`src/design/rst_pkg.sv`:
```
// Shared types and constants for the running sigma threshold block.
// Used by rst_iter and running_sigma_threshold; no dependencies.
package rst_pkg;

    localparam int SAMPLE_WIDTH_DEF = 16;
    localparam int COUNT_WIDTH_DEF  = 24;

    // Shift-subtract unit sizes
    localparam int OPERAND_W = 64;
    localparam int STEP_W    = 7;
    localparam int REM_W     = 36;

    localparam int CFG_ADDR_W = 2;
    localparam int CFG_DATA_W = 24;

    localparam logic [15:0] WARMUP_RST    = 16'd50;
    localparam logic [23:0] INIT_SPEC_RST = 24'd76800;
    localparam logic [7:0]  SIGMA_K_RST   = 8'd48;
    localparam logic [23:0] MIN_SIGMA_RST = 24'd256;

    localparam logic [23:0] MAX24 = 24'hFFFFFF;

    typedef enum logic [CFG_ADDR_W-1:0] {
        REG_WARMUP    = 2'd0,
        REG_INIT_SPEC = 2'd1,
        REG_SIGMA_K   = 2'd2,
        REG_MIN_SIGMA = 2'd3
    } cfg_reg_t;

    typedef enum logic {
        ITER_DIV  = 1'b0,
        ITER_SQRT = 1'b1
    } iter_mode_t;

    typedef struct packed {
        logic             start;
        iter_mode_t       mode;
        logic [STEP_W-1:0] steps;
    } iter_cmd_t;

    typedef struct packed {
        logic busy;
        logic done;
    } iter_stat_t;

endpackage

```
`src/design/rst_iter.sv`:
```
// Shared shift-subtract unit: restoring division or square root, one bit per cycle.
// Depends on rst_pkg.
module rst_iter
    import rst_pkg::*;
#(
    parameter int COUNT_WIDTH = COUNT_WIDTH_DEF
) (
    input  logic                 aclk,
    input  logic                 aresetn,
    input  iter_cmd_t            cmd,
    input  logic [OPERAND_W-1:0] operand,
    input  logic [COUNT_WIDTH-1:0] divisor,
    output iter_stat_t           stat,
    output logic [OPERAND_W-1:0] result
);

    logic                   busy_reg;
    logic                   done_reg;
    iter_mode_t             mode_reg;
    logic [STEP_W-1:0]      cnt_reg;
    logic [OPERAND_W-1:0]   work_reg;
    logic [OPERAND_W-1:0]   res_reg;
    logic [REM_W-1:0]       rem_reg;
    logic [COUNT_WIDTH-1:0] div_reg;

    logic [REM_W-1:0] a_op;
    logic [REM_W-1:0] trial;
    logic [REM_W:0]   diff;
    logic             ge;

    always_comb begin
        unique case (mode_reg)
            ITER_DIV: begin
                a_op  = {rem_reg[REM_W-2:0], work_reg[OPERAND_W-1]};
                trial = REM_W'(div_reg);
            end
            ITER_SQRT: begin
                a_op  = {rem_reg[REM_W-3:0], work_reg[OPERAND_W-1 -: 2]};
                trial = {res_reg[REM_W-3:0], 2'b01};
            end
            default: begin
                a_op  = '0;
                trial = '0;
            end
        endcase
        diff = {1'b0, a_op} - {1'b0, trial};
        ge   = ~diff[REM_W];
    end

    always_ff @(posedge aclk) begin
        if (!aresetn) begin
            busy_reg <= 1'b0;
            done_reg <= 1'b0;
            mode_reg <= ITER_DIV;
            cnt_reg  <= '0;
        end else begin
            done_reg <= 1'b0;
            if (cmd.start && !busy_reg) begin
                busy_reg <= 1'b1;
                mode_reg <= cmd.mode;
                cnt_reg  <= cmd.steps;
                work_reg <= operand;
                div_reg  <= divisor;
                res_reg  <= '0;
                rem_reg  <= '0;
            end else if (busy_reg) begin
                rem_reg <= ge ? diff[REM_W-1:0] : a_op;
                res_reg <= {res_reg[OPERAND_W-2:0], ge};
                if (mode_reg == ITER_SQRT) begin
                    work_reg <= {work_reg[OPERAND_W-3:0], 2'b00};
                end else begin
                    work_reg <= {work_reg[OPERAND_W-2:0], 1'b0};
                end
                cnt_reg <= cnt_reg - 1'b1;
                if (cnt_reg == STEP_W'(1)) begin
                    busy_reg <= 1'b0;
                    done_reg <= 1'b1;
                end
            end
        end
    end

    assign stat.busy = busy_reg;
    assign stat.done = done_reg;
    assign result    = res_reg;

endmodule

```
`src/design/running_sigma_threshold.sv`:
```
// Running mean / sigma with outlier threshold, top level and sequencer.
// Depends on rst_pkg and rst_iter.
//
// Each accepted sample updates count, Welford mean and M2, then reports sigma and a
// threshold (fixed initial_spec during warm-up, else mean + k * max(sigma, min)).
// One sample is handled at a time; s_tready is low while it is worked on, and the
// next sample is accepted only once the result has gone into the output register.
// The time per sample is set by the shared shift-subtract unit: one quotient bit
// per cycle for the mean division and the M2/(n-1) division, one root bit per cycle
// for the square root.
// When sigma is zero (first sample, or M2 not positive) the last two passes are
// skipped. The result sits in an output register, so the handshake on m_ can stall
// without losing the beat.
module running_sigma_threshold
    import rst_pkg::*;
#(
    parameter int SAMPLE_WIDTH = SAMPLE_WIDTH_DEF,
    parameter int COUNT_WIDTH  = COUNT_WIDTH_DEF
) (
    input  logic                      aclk,
    input  logic                      aresetn,
    input  logic                      cfg_wr_en,
    input  logic [CFG_ADDR_W-1:0]     cfg_addr,
    input  logic [CFG_DATA_W-1:0]     cfg_wr_data,
    input  logic                      s_tvalid,
    output logic                      s_tready,
    // [SAMPLE_WIDTH-1:0] sample
    input  logic [((SAMPLE_WIDTH+7)/8)*8-1:0] s_tdata,
    output logic                      m_tvalid,
    input  logic                      m_tready,
    // [23:0] count_seen, [55:24] mean_out, [79:56] sigma_out, [108:80] threshold_out
    output logic [111:0]              m_tdata,
    // [0] warming_up
    output logic                      m_tuser
);

    localparam int XQ_W    = SAMPLE_WIDTH + 16;
    localparam int DMAG_W  = (XQ_W > 32) ? XQ_W : 32;
    localparam int MW      = DMAG_W + 2;
    localparam int AB_W    = DMAG_W - 8;
    localparam int PROD_W  = 2 * AB_W;
    localparam int CMP_W   = (COUNT_WIDTH > 16) ? COUNT_WIDTH : 16;
    localparam int CO_W    = (COUNT_WIDTH > 24) ? COUNT_WIDTH : 24;

    typedef enum logic [3:0] {
        S_IDLE, S_DIFF, S_DIV1, S_D2, S_MUL, S_ACC, S_SIG, S_DIV2, S_SQRT,
        S_KMUL, S_OUT
    } state_t;

    state_t                   state_reg;
    logic [15:0]              warmup_reg;
    logic [23:0]              init_spec_reg;
    logic [7:0]               sigma_k_reg;
    logic [23:0]              min_sigma_reg;
    logic [COUNT_WIDTH-1:0]   count_reg;
    logic [31:0]              mean_reg;
    logic signed [63:0]       m2_reg;
    logic [SAMPLE_WIDTH-1:0]  x_reg;
    logic [DMAG_W-1:0]        dmag_reg;
    logic                     dneg_reg;
    logic [DMAG_W-1:0]        d2mag_reg;
    logic                     d2neg_reg;
    logic [PROD_W-1:0]        prod_reg;
    logic [23:0]              sigma_reg;
    logic [31:0]              kprod_reg;
    logic                     m_tvalid_reg;
    logic [111:0]             m_tdata_reg;
    logic                     m_tuser_reg;

    iter_cmd_t                iter_cmd;
    iter_stat_t               iter_stat;
    logic [OPERAND_W-1:0]     iter_op;
    logic [COUNT_WIDTH-1:0]   iter_divisor;
    logic [OPERAND_W-1:0]     iter_res;

    rst_iter #(
        .COUNT_WIDTH(COUNT_WIDTH)
    ) u_iter (
        .aclk    (aclk),
        .aresetn (aresetn),
        .cmd     (iter_cmd),
        .operand (iter_op),
        .divisor (iter_divisor),
        .stat    (iter_stat),
        .result  (iter_res)
    );

    // Datapath terms
    logic signed [MW-1:0] xq_s;
    logic signed [MW-1:0] mean_s;
    logic signed [MW-1:0] d_s;
    logic [DMAG_W-1:0]    dmag_c;
    logic signed [MW-1:0] q_s;
    logic signed [MW-1:0] mnew_s;
    logic [31:0]          mnew_clamped;
    logic [63:0]          p64;
    logic [63:0]          p_sat;
    logic signed [65:0]   m2_sum;
    logic [63:0]          m2_new;
    logic [31:0]          root;
    logic [23:0]          sigma_t;
    logic [36:0]          thr_sum;
    logic                 warm;
    logic [CO_W-1:0]      cnt_ext;
    logic [23:0]          cnt_out;
    logic                 out_free;

    always_comb begin
        xq_s   = MW'({x_reg, 16'b0});
        mean_s = MW'(mean_reg);
        d_s    = xq_s - mean_s;
        dmag_c = d_s[MW-1] ? DMAG_W'(-d_s) : d_s[DMAG_W-1:0];
        q_s    = MW'(iter_res[DMAG_W-1:0]);
        mnew_s = dneg_reg ? (mean_s - q_s) : (mean_s + q_s);
        if (mnew_s[MW-1]) begin
            mnew_clamped = '0;
        end else if (|mnew_s[MW-2:32]) begin
            mnew_clamped = 32'hFFFFFFFF;
        end else begin
            mnew_clamped = mnew_s[31:0];
        end

        p64   = 64'(prod_reg);
        p_sat = p64[63] ? 64'h7FFFFFFFFFFFFFFF : p64;
        if (dneg_reg != d2neg_reg) begin
            m2_sum = 66'(m2_reg) - $signed({2'b00, p_sat});
        end else begin
            m2_sum = 66'(m2_reg) + $signed({2'b00, p_sat});
        end
        if (m2_sum[65:63] == 3'b000 || m2_sum[65:63] == 3'b111) begin
            m2_new = m2_sum[63:0];
        end else if (m2_sum[65]) begin
            m2_new = 64'h8000000000000000;
        end else begin
            m2_new = 64'h7FFFFFFFFFFFFFFF;
        end

        root    = iter_res[31:0];
        sigma_t = (sigma_reg < min_sigma_reg) ? min_sigma_reg : sigma_reg;
        thr_sum = {5'b0, mean_reg} + {1'b0, kprod_reg, 4'b0};
        warm    = CMP_W'(count_reg) < CMP_W'(warmup_reg);
        cnt_ext = CO_W'(count_reg);
        cnt_out = (cnt_ext > CO_W'(MAX24)) ? MAX24 : cnt_ext[23:0];
        out_free = !m_tvalid_reg || m_tready;
    end

    always_comb begin
        iter_cmd.start = 1'b0;
        iter_cmd.mode  = ITER_DIV;
        iter_cmd.steps = STEP_W'(DMAG_W);
        iter_op        = {dmag_reg, {(OPERAND_W-DMAG_W){1'b0}}};
        iter_divisor   = count_reg;
        unique case (state_reg)
            S_DIFF: begin
                // the difference magnitude is taken before the division starts
                iter_cmd.start = 1'b1;
                iter_op        = {dmag_c, {(OPERAND_W-DMAG_W){1'b0}}};
            end
            S_SIG: begin
                iter_cmd.start = (count_reg > COUNT_WIDTH'(1)) && (m2_reg > 64'sd0);
                iter_cmd.steps = STEP_W'(OPERAND_W);
                iter_op        = m2_reg;
                iter_divisor   = count_reg - 1'b1;
            end
            S_DIV2: begin
                iter_cmd.start = iter_stat.done;
                iter_cmd.mode  = ITER_SQRT;
                iter_cmd.steps = STEP_W'(OPERAND_W / 2);
                iter_op        = iter_res;
            end
            default: begin
            end
        endcase
    end

    always_ff @(posedge aclk) begin
        if (!aresetn) begin
            state_reg     <= S_IDLE;
            warmup_reg    <= WARMUP_RST;
            init_spec_reg <= INIT_SPEC_RST;
            sigma_k_reg   <= SIGMA_K_RST;
            min_sigma_reg <= MIN_SIGMA_RST;
            count_reg     <= '0;
            mean_reg      <= '0;
            m2_reg        <= '0;
            m_tvalid_reg  <= 1'b0;
        end else begin
            if (cfg_wr_en) begin
                unique case (cfg_reg_t'(cfg_addr))
                    REG_WARMUP:    warmup_reg    <= cfg_wr_data[15:0];
                    REG_INIT_SPEC: init_spec_reg <= cfg_wr_data;
                    REG_SIGMA_K:   sigma_k_reg   <= cfg_wr_data[7:0];
                    REG_MIN_SIGMA: min_sigma_reg <= cfg_wr_data;
                    default: begin
                    end
                endcase
            end
            if (state_reg == S_OUT && out_free) begin
                m_tvalid_reg <= 1'b1;
            end else if (m_tready) begin
                m_tvalid_reg <= 1'b0;
            end
            unique case (state_reg)
                S_IDLE: begin
                    if (s_tvalid) begin
                        x_reg <= s_tdata[SAMPLE_WIDTH-1:0];
                        if (count_reg != {COUNT_WIDTH{1'b1}}) begin
                            count_reg <= count_reg + 1'b1;
                        end
                        state_reg <= S_DIFF;
                    end
                end
                S_DIFF: begin
                    dneg_reg  <= d_s[MW-1];
                    dmag_reg  <= dmag_c;
                    state_reg <= S_DIV1;
                end
                S_DIV1: begin
                    if (iter_stat.done) begin
                        mean_reg  <= mnew_clamped;
                        state_reg <= S_D2;
                    end
                end
                S_D2: begin
                    d2neg_reg <= d_s[MW-1];
                    d2mag_reg <= dmag_c;
                    state_reg <= S_MUL;
                end
                S_MUL: begin
                    prod_reg  <= dmag_reg[DMAG_W-1:8] * d2mag_reg[DMAG_W-1:8];
                    state_reg <= S_ACC;
                end
                S_ACC: begin
                    m2_reg    <= m2_new;
                    state_reg <= S_SIG;
                end
                S_SIG: begin
                    if (iter_cmd.start) begin
                        state_reg <= S_DIV2;
                    end else begin
                        sigma_reg <= '0;
                        state_reg <= S_KMUL;
                    end
                end
                S_DIV2: begin
                    if (iter_stat.done) begin
                        state_reg <= S_SQRT;
                    end
                end
                S_SQRT: begin
                    if (iter_stat.done) begin
                        sigma_reg <= (root > 32'(MAX24)) ? MAX24 : root[23:0];
                        state_reg <= S_KMUL;
                    end
                end
                S_KMUL: begin
                    kprod_reg <= sigma_k_reg * sigma_t;
                    state_reg <= S_OUT;
                end
                S_OUT: begin
                    // hold until the output register is free
                    if (out_free) begin
                        m_tdata_reg  <= {3'b000,
                                         warm ? {5'b0, init_spec_reg} : thr_sum[36:8],
                                         sigma_reg, mean_reg, cnt_out};
                        m_tuser_reg  <= warm;
                        state_reg    <= S_IDLE;
                    end
                end
                default: state_reg <= S_IDLE;
            endcase
        end
    end

    assign s_tready = (state_reg == S_IDLE);
    assign m_tvalid = m_tvalid_reg;
    assign m_tdata  = m_tdata_reg;
    assign m_tuser  = m_tuser_reg;

`ifndef SYNTHESIS
    a_ready_unit_idle: assert property (@(posedge aclk) disable iff (!aresetn)
        s_tready |-> !iter_stat.busy)
        else $error("input ready while shared unit busy");

    a_done_after_busy: assert property (@(posedge aclk) disable iff (!aresetn)
        iter_stat.done |-> $past(iter_stat.busy))
        else $error("shared unit done without running");

    a_accept_starts: assert property (@(posedge aclk) disable iff (!aresetn)
        (s_tvalid && s_tready) |=> (state_reg == S_DIFF))
        else $error("accepted beat did not start work");
`endif

endmodule

```
`config.mk`:
```
export PLATFORM = sky130hd
export DESIGN_NAME = running_sigma_threshold
export DESIGN_NICKNAME = d
export VERILOG_FILES = /design/src/design/rst_pkg.sv /design/src/design/rst_iter.sv /design/src/design/running_sigma_threshold.sv
export SDC_FILE = /design/constraint.sdc
export NUM_CORES = 2
export LEC_CHECK = 0
export BUFFER_PORTS_ARGS = -buffer_cell sky130_fd_sc_hd__buf_2
export CORE_ASPECT_RATIO = 0.8
export CORE_MARGIN = 10
export CORE_UTILIZATION = 61
export DETAILED_ROUTE_END_ITERATION = 8
export GPL_TIMING_DRIVEN = 0
export PLACE_DENSITY = 0.78
export SYNTH_ARGS = -nofsm -noshare
export SYNTH_HDL_FRONTEND = slang
export SYNTH_SLANG_ARGS = --single-unit
```
`constraint.sdc`:
```
create_clock -name aclk -period 28.9 [get_ports aclk]
set_input_delay 4.335 -clock aclk [delete_from_list [all_inputs] [get_ports aclk]]
set_output_delay 4.335 -clock aclk [all_outputs]
set_load 0.005 [all_outputs]
```
Word-level counts from Yosys, hierarchy flattened:

Cells that the tools add are included.
Widths: inputs -> output; s select.

* bits in registers: 690
* bits of input ports: 47
* output and inout bits: 115
* logic and storage cells: 146

* $add $sub $neg: 11
* multiply operators: 2
* $lt $le $gt $ge: 6
* equality and inequality tests: 23
* multiplexer cells: 41
* bitwise gates (word level): 4
* reductions and logical operators: 30

Operator list (count)
* $mux 64: 6
* $pmux 64 s3: 1
* $mux 24: 6
* $pmux 36 s2: 2
* $mux 32: 3
* $mux 35: 2
* $mux 66: 1
* $sub 32x32->33: 2
* $add 64x49->65: 1
* $sub 64x49->65: 1
* $gt 64x1->1 const B: 1
* $mul 24x24->48: 1
* $pmux 24 s2: 1
* $pmux 4 s11: 1
* $add 32x36->37: 1
* $sub 36x36->37: 1
* $mux 34: 1
* $add 32x32->33: 1
* $gt 32x24->1 const B: 1
* $mul 8x24->32: 1
* $neg 32->32: 1
* $add 24x1->24 const B: 1
* $gt 24x1->1 const B: 1
* $gt 24x24->1 const B: 1
* other kinds (33): 78

Logic depth before layout (Yosys ltp):

* depth in word-level cells: 6
* gate-level depth with buffers: 34
* depth with buffers taken out: 33

Cells and area by module:

From an unflattened synthesis, not the netlist that was laid out.

* cells, all modules: 7279
* area total of the unflattened synthesis: 67014.3 µm²

By module, submodules not included
* running_sigma_threshold: times used 1, cells an instance 6288, area each 55823.5 µm²
* rst_iter: times used 1, cells an instance 991, area each 11190.7 µm²

Least setup slack after synthesis:

No wires, ideal clock.

* path kind: input to register
* start point: input port aresetn
* end point: register m_tdata_reg[0] (netlist: m_tdata[0]), enable pin
* setup time: 736 ps
* arrival time: 12933 ps
* setup slack: 15231 ps
* cell stages on the path: 4
* buffers on the path: 2
* path through: clkbuf_1 -> inv_1 -> clkbuf_1 -> nor3b_1

* cells in the longest elaborated chain, start to end: 1

RTL lines
* start, declared: line running_sigma_threshold.sv:21 `input logic aresetn,`
* $reduce_and 3->1 (no source line)
* end signal, assigned: line running_sigma_threshold.sv:263 `m_tdata_reg <= {3'b000,`
* end, declared: line running_sigma_threshold.sv:67 `logic [111:0] m_tdata_reg;`

Every way passes these cells.
A chain may end at the register's enable or synchronous reset.

Worst setup path after layout:

* start point: register sigma_reg[1]
* end point: register kprod_reg[28], data pin

* cells in the longest elaborated chain, start to end: 3

RTL lines
* start, declared: line running_sigma_threshold.sv:64 `logic [23:0] sigma_reg;`
* start signal, assigned: line running_sigma_threshold.sv:252 `sigma_reg <= (root > 32'(MAX24)) ? MAX24 : root[23:0];`
* $lt 24x24->1: line running_sigma_threshold.sv:139 `sigma_t = (sigma_reg < min_sigma_reg) ? min_sigma_reg : sigma_reg;`
* $mux 24 *: line running_sigma_threshold.sv:139
* $mul 8x24->32 *: line running_sigma_threshold.sv:257 `kprod_reg <= sigma_k_reg * sigma_t;`
* end signal, assigned: line running_sigma_threshold.sv:257
* end, declared: line running_sigma_threshold.sv:65 `logic [31:0] kprod_reg;`

Every way passes the cells marked *; elsewhere a longest branch is shown, timed or not.

==> out/metrics.csv <==
metric;value;unit
proportion of synthesized area in mux cells;2.69;%
flip-flop count of the largest register after layout;109;
hold path cells;2;
Final ANT Viol Nets;0;
final wirelength;219000;µm
Final Net Count;8498;
most frequent cells in the layout;813 x sky130_fd_sc_hd__inv_1, 771 x sky130_fd_sc_hd__nand2_1, 618 x sky130_fd_sc_hd__fa_1;
maximum operating frequency;97.7;MHz
Die Width;387;µm
worst flop-to-flop path endpoint;kprod_reg[28];
Largest stage delay, worst path;1180;ps
Seq/Total Area, Yosys;27.7;%
number of max-capacitance violations reported;0;
Mean Syn Cell Area;9.23;µm²
normalized max-slew margin;1.81;%
overflow left after global routing;0;
Worst Setup Start Kind;register;
post-route setup slack;18660;ps
share of the synthesized area in the top cell type;21.4;%
adder and majority cell fraction of the synthesized area;28.1;%
Cell Area, Synth;0.0656;mm²
Final Wtd Congestion;1.02;
synthesized flop and latch total;675;
FF-to-FF path depth;28;
clock slew at the register clock pins of the worst setup and hold paths;70;ps
Worst Skew;34.2;ps
synth unique cells;98;
post-synthesis simple-gate area fraction;15.5;%
number of I/O pins;162;
proportion of synthesized flip-flops having asynchronous set or reset;0;%
CP Data Arrival Time;10600;ps
root buffer cell;sky130_fd_sc_hd__clkbuf_16;
kind of path behind the tightest hold check;register to register;
failing checks;DRC;
slew at the pin with the worst max-slew slack;1460;ps
yosys warns;0;
routed via count;55600;
class of the most critical setup path;register to register;
Hold Crit Start;init_spec_reg[4];
DR WL/cell;24.7;µm
utilization after layout;66.5;%
first-pass GRT wire length;331000;µm
prevailing post-synth register cell;sky130_fd_sc_hd__edfxtp_1;
overall die area;0.121;mm²
area added between synthesis and finish;8.12;%
number of buffers inserted during clock tree synthesis;70;
Die Height;313;µm
worst skew pair latency;660;ps
Port Buf Inserts;156;
critical path fanouts, max;10;
starting utilization of the core area;61.5;%
number of remaining DRC errors;12;
final critical-path required period;10240;ps
antenna violations before repair;15;
slowest stage cell, crit path;sky130_fd_sc_hd__a2111oi_0;
quantity of gates resized following cts;0;
TritonCTS Sinks;675;
Total Routing Usage GR;35.2;%
dominant combinational cell family by area after synthesis;adder cells;
post-CTS setup buffer count;0;
maximum buffer depth of the clock tree;3;
reg2reg setup slack;18660;ps
minimum hold slack;459;ps
crit-path leading delay family;compound AO/OA/AOI/OAI gates;
number of synthesized flops with an enable pin;468;
Place WS;19030;ps
critical path required time;29260;ps
proportion of layout cells with a drive suffix above 1;5.91;%
instance count of the mapped netlist;7103;
clock tree from TritonCTS;built;
Final Hold Viols;0;
maximum number of pins on one net before global-route repair;35;
Bufs and invs on worst path;3;
Pre-Repair DR Iteration Count;9;
setup_tns;0;ps
final number of max-transition violations;0;
main area contributors after synthesis;sky130_fd_sc_hd__edfxtp_1 21%, sky130_fd_sc_hd__fa_1 19%, sky130_fd_sc_hd__ha_1 9.1%, sky130_fd_sc_hd__dfxtp_1 6.3%, sky130_fd_sc_hd__inv_1 4.7%;
most common cell after layout, fill and taps aside;sky130_fd_sc_hd__inv_1;
r2r startpoint;sigma_reg[1];
Placement Rows;107;
total of endpoints with negative setup slack in the final report;0;
vias in the first global route;53600;
cell type with the highest aggregate area in the netlist;sky130_fd_sc_hd__edfxtp_1;
type of destination of the critical path;register;
RSZ-0062 raised after global routing;no;
hold-fix buffers at CTS;0;
initial DRC count;6769;
estimated wirelength of the detail-placed design;176000;µm
H-tree Lvls;3;
fraction of the mapped netlist area in compound gates;14.3;%
core region area;0.107;mm²
run status;complete, but fails checks;
XOR/XNOR Fraction of Synth Area;4.59;%
capture endpoint of the worst hold path;init_spec_reg[4];
drt via density;6.29;
Tcrit/Tclk final;35.4;%
[cell usage after synthesis (10+ instances only)]
| library cell | number |
|---|---|
| sky130_fd_sc_hd__inv_1 | 813 |
| sky130_fd_sc_hd__nand2_1 | 771 |
| sky130_fd_sc_hd__fa_1 | 618 |
| sky130_fd_sc_hd__a21oi_1 | 592 |
| sky130_fd_sc_hd__ha_1 | 478 |
| sky130_fd_sc_hd__edfxtp_1 | 468 |
| sky130_fd_sc_hd__clkbuf_1 | 365 |
| sky130_fd_sc_hd__nor2_1 | 339 |
| sky130_fd_sc_hd__o21ai_0 | 318 |
| sky130_fd_sc_hd__and2_1 | 278 |
| sky130_fd_sc_hd__nor2b_1 | 214 |
| sky130_fd_sc_hd__xnor2_1 | 211 |
| sky130_fd_sc_hd__dfxtp_1 | 207 |
| sky130_fd_sc_hd__a21o_1 | 144 |
| sky130_fd_sc_hd__xor2_1 | 131 |
| sky130_fd_sc_hd__mux2i_1 | 127 |
| sky130_fd_sc_hd__nand3_1 | 81 |
| sky130_fd_sc_hd__nor3_1 | 80 |
| sky130_fd_sc_hd__nand2b_1 | 72 |
| sky130_fd_sc_hd__a211oi_1 | 68 |
| sky130_fd_sc_hd__o21a_1 | 60 |
| sky130_fd_sc_hd__nand4_1 | 52 |
| sky130_fd_sc_hd__a221oi_1 | 46 |
| sky130_fd_sc_hd__nor4_1 | 45 |
| sky130_fd_sc_hd__mux2_2 | 44 |
| sky130_fd_sc_hd__o21bai_1 | 44 |
| sky130_fd_sc_hd__o31ai_1 | 42 |
| sky130_fd_sc_hd__a31oi_1 | 35 |
| sky130_fd_sc_hd__or3_1 | 29 |
| sky130_fd_sc_hd__and3_1 | 27 |
| sky130_fd_sc_hd__or2_2 | 22 |
| sky130_fd_sc_hd__a222oi_1 | 21 |
| sky130_fd_sc_hd__or4_1 | 19 |
| sky130_fd_sc_hd__o211ai_1 | 17 |
| sky130_fd_sc_hd__buf_1 | 15 |
| sky130_fd_sc_hd__a2111oi_0 | 14 |
| sky130_fd_sc_hd__a22oi_1 | 11 |
| sky130_fd_sc_hd__o41ai_1 | 10 |
[how the worst max path moves through the flow]
stage | from | cells after the start | end
after floorplan | aresetn | 4 | m_tdata[0]
after global placement | aresetn | 4 | m_tdata[52]
after detailed placement | sigma_reg[1] | 28 | kprod_reg[28]
after CTS | sigma_reg[1] | 28 | kprod_reg[28]
after global routing | sigma_reg[1] | 28 | kprod_reg[28]
final | sigma_reg[1] | 28 | kprod_reg[28]
[area by class of cell]
class,count,area [µm²]
Inverter,814,3060
Antenna cell,8,20.0
Multi-Input combinational cell,5215,42800
Buffer,401,1560
Clock inverter,44,492
Tap cell,1417,1770
Sequential cell,675,18200
Clock buffer,84,1900
Timing Repair Buffer,178,1090
Fill cell,8766,35700
[through the flow]
step,cell area [µm²],std cells
floorplan,65600,7105
global placement,68100,8678
detailed placement,68500,8700
CTS,70900,8828
global route,70900,8828
finish,70900,8836
[logic make-up after synthesis]
| group | count (synthesis) |
|---|---|
| DFF | 675 |
| other | 1 |
| muxes | 171 |
| buffers and inverters | 1215 |
| and+or+nand+nor | 2077 |
| AOI/OAI and AO/OA | 1517 |
| xor gates and xnor gates | 343 |
| adders and majority gates | 1104 |
[worst reg2reg max path, delay by kind of cell, from the launching register on]
family / cells / cell delay (ps)
AOI/OAI and AO/OA: 15 / 4680
DFF: 1 / 510
muxes: 1 / 720
and+or+nand+nor: 2 / 400
buffers and inverters: 3 / 820
adders and majority gates: 6 / 2700
xor gates and xnor gates: 1 / 130
[layer usage]
metal	track usage [%]	wire, µm	vias to the layer above
met5	0	88	-
met4	10.3	7450	16
li1	-	-	24500
met1	50.8	92000	27200
met3	14.3	33200	483
met2	47.8	85900	3373
Power is left out: the tool's default activity adds up to more than one toggle a clock period on the data nets, which glitch-free logic cannot reach.
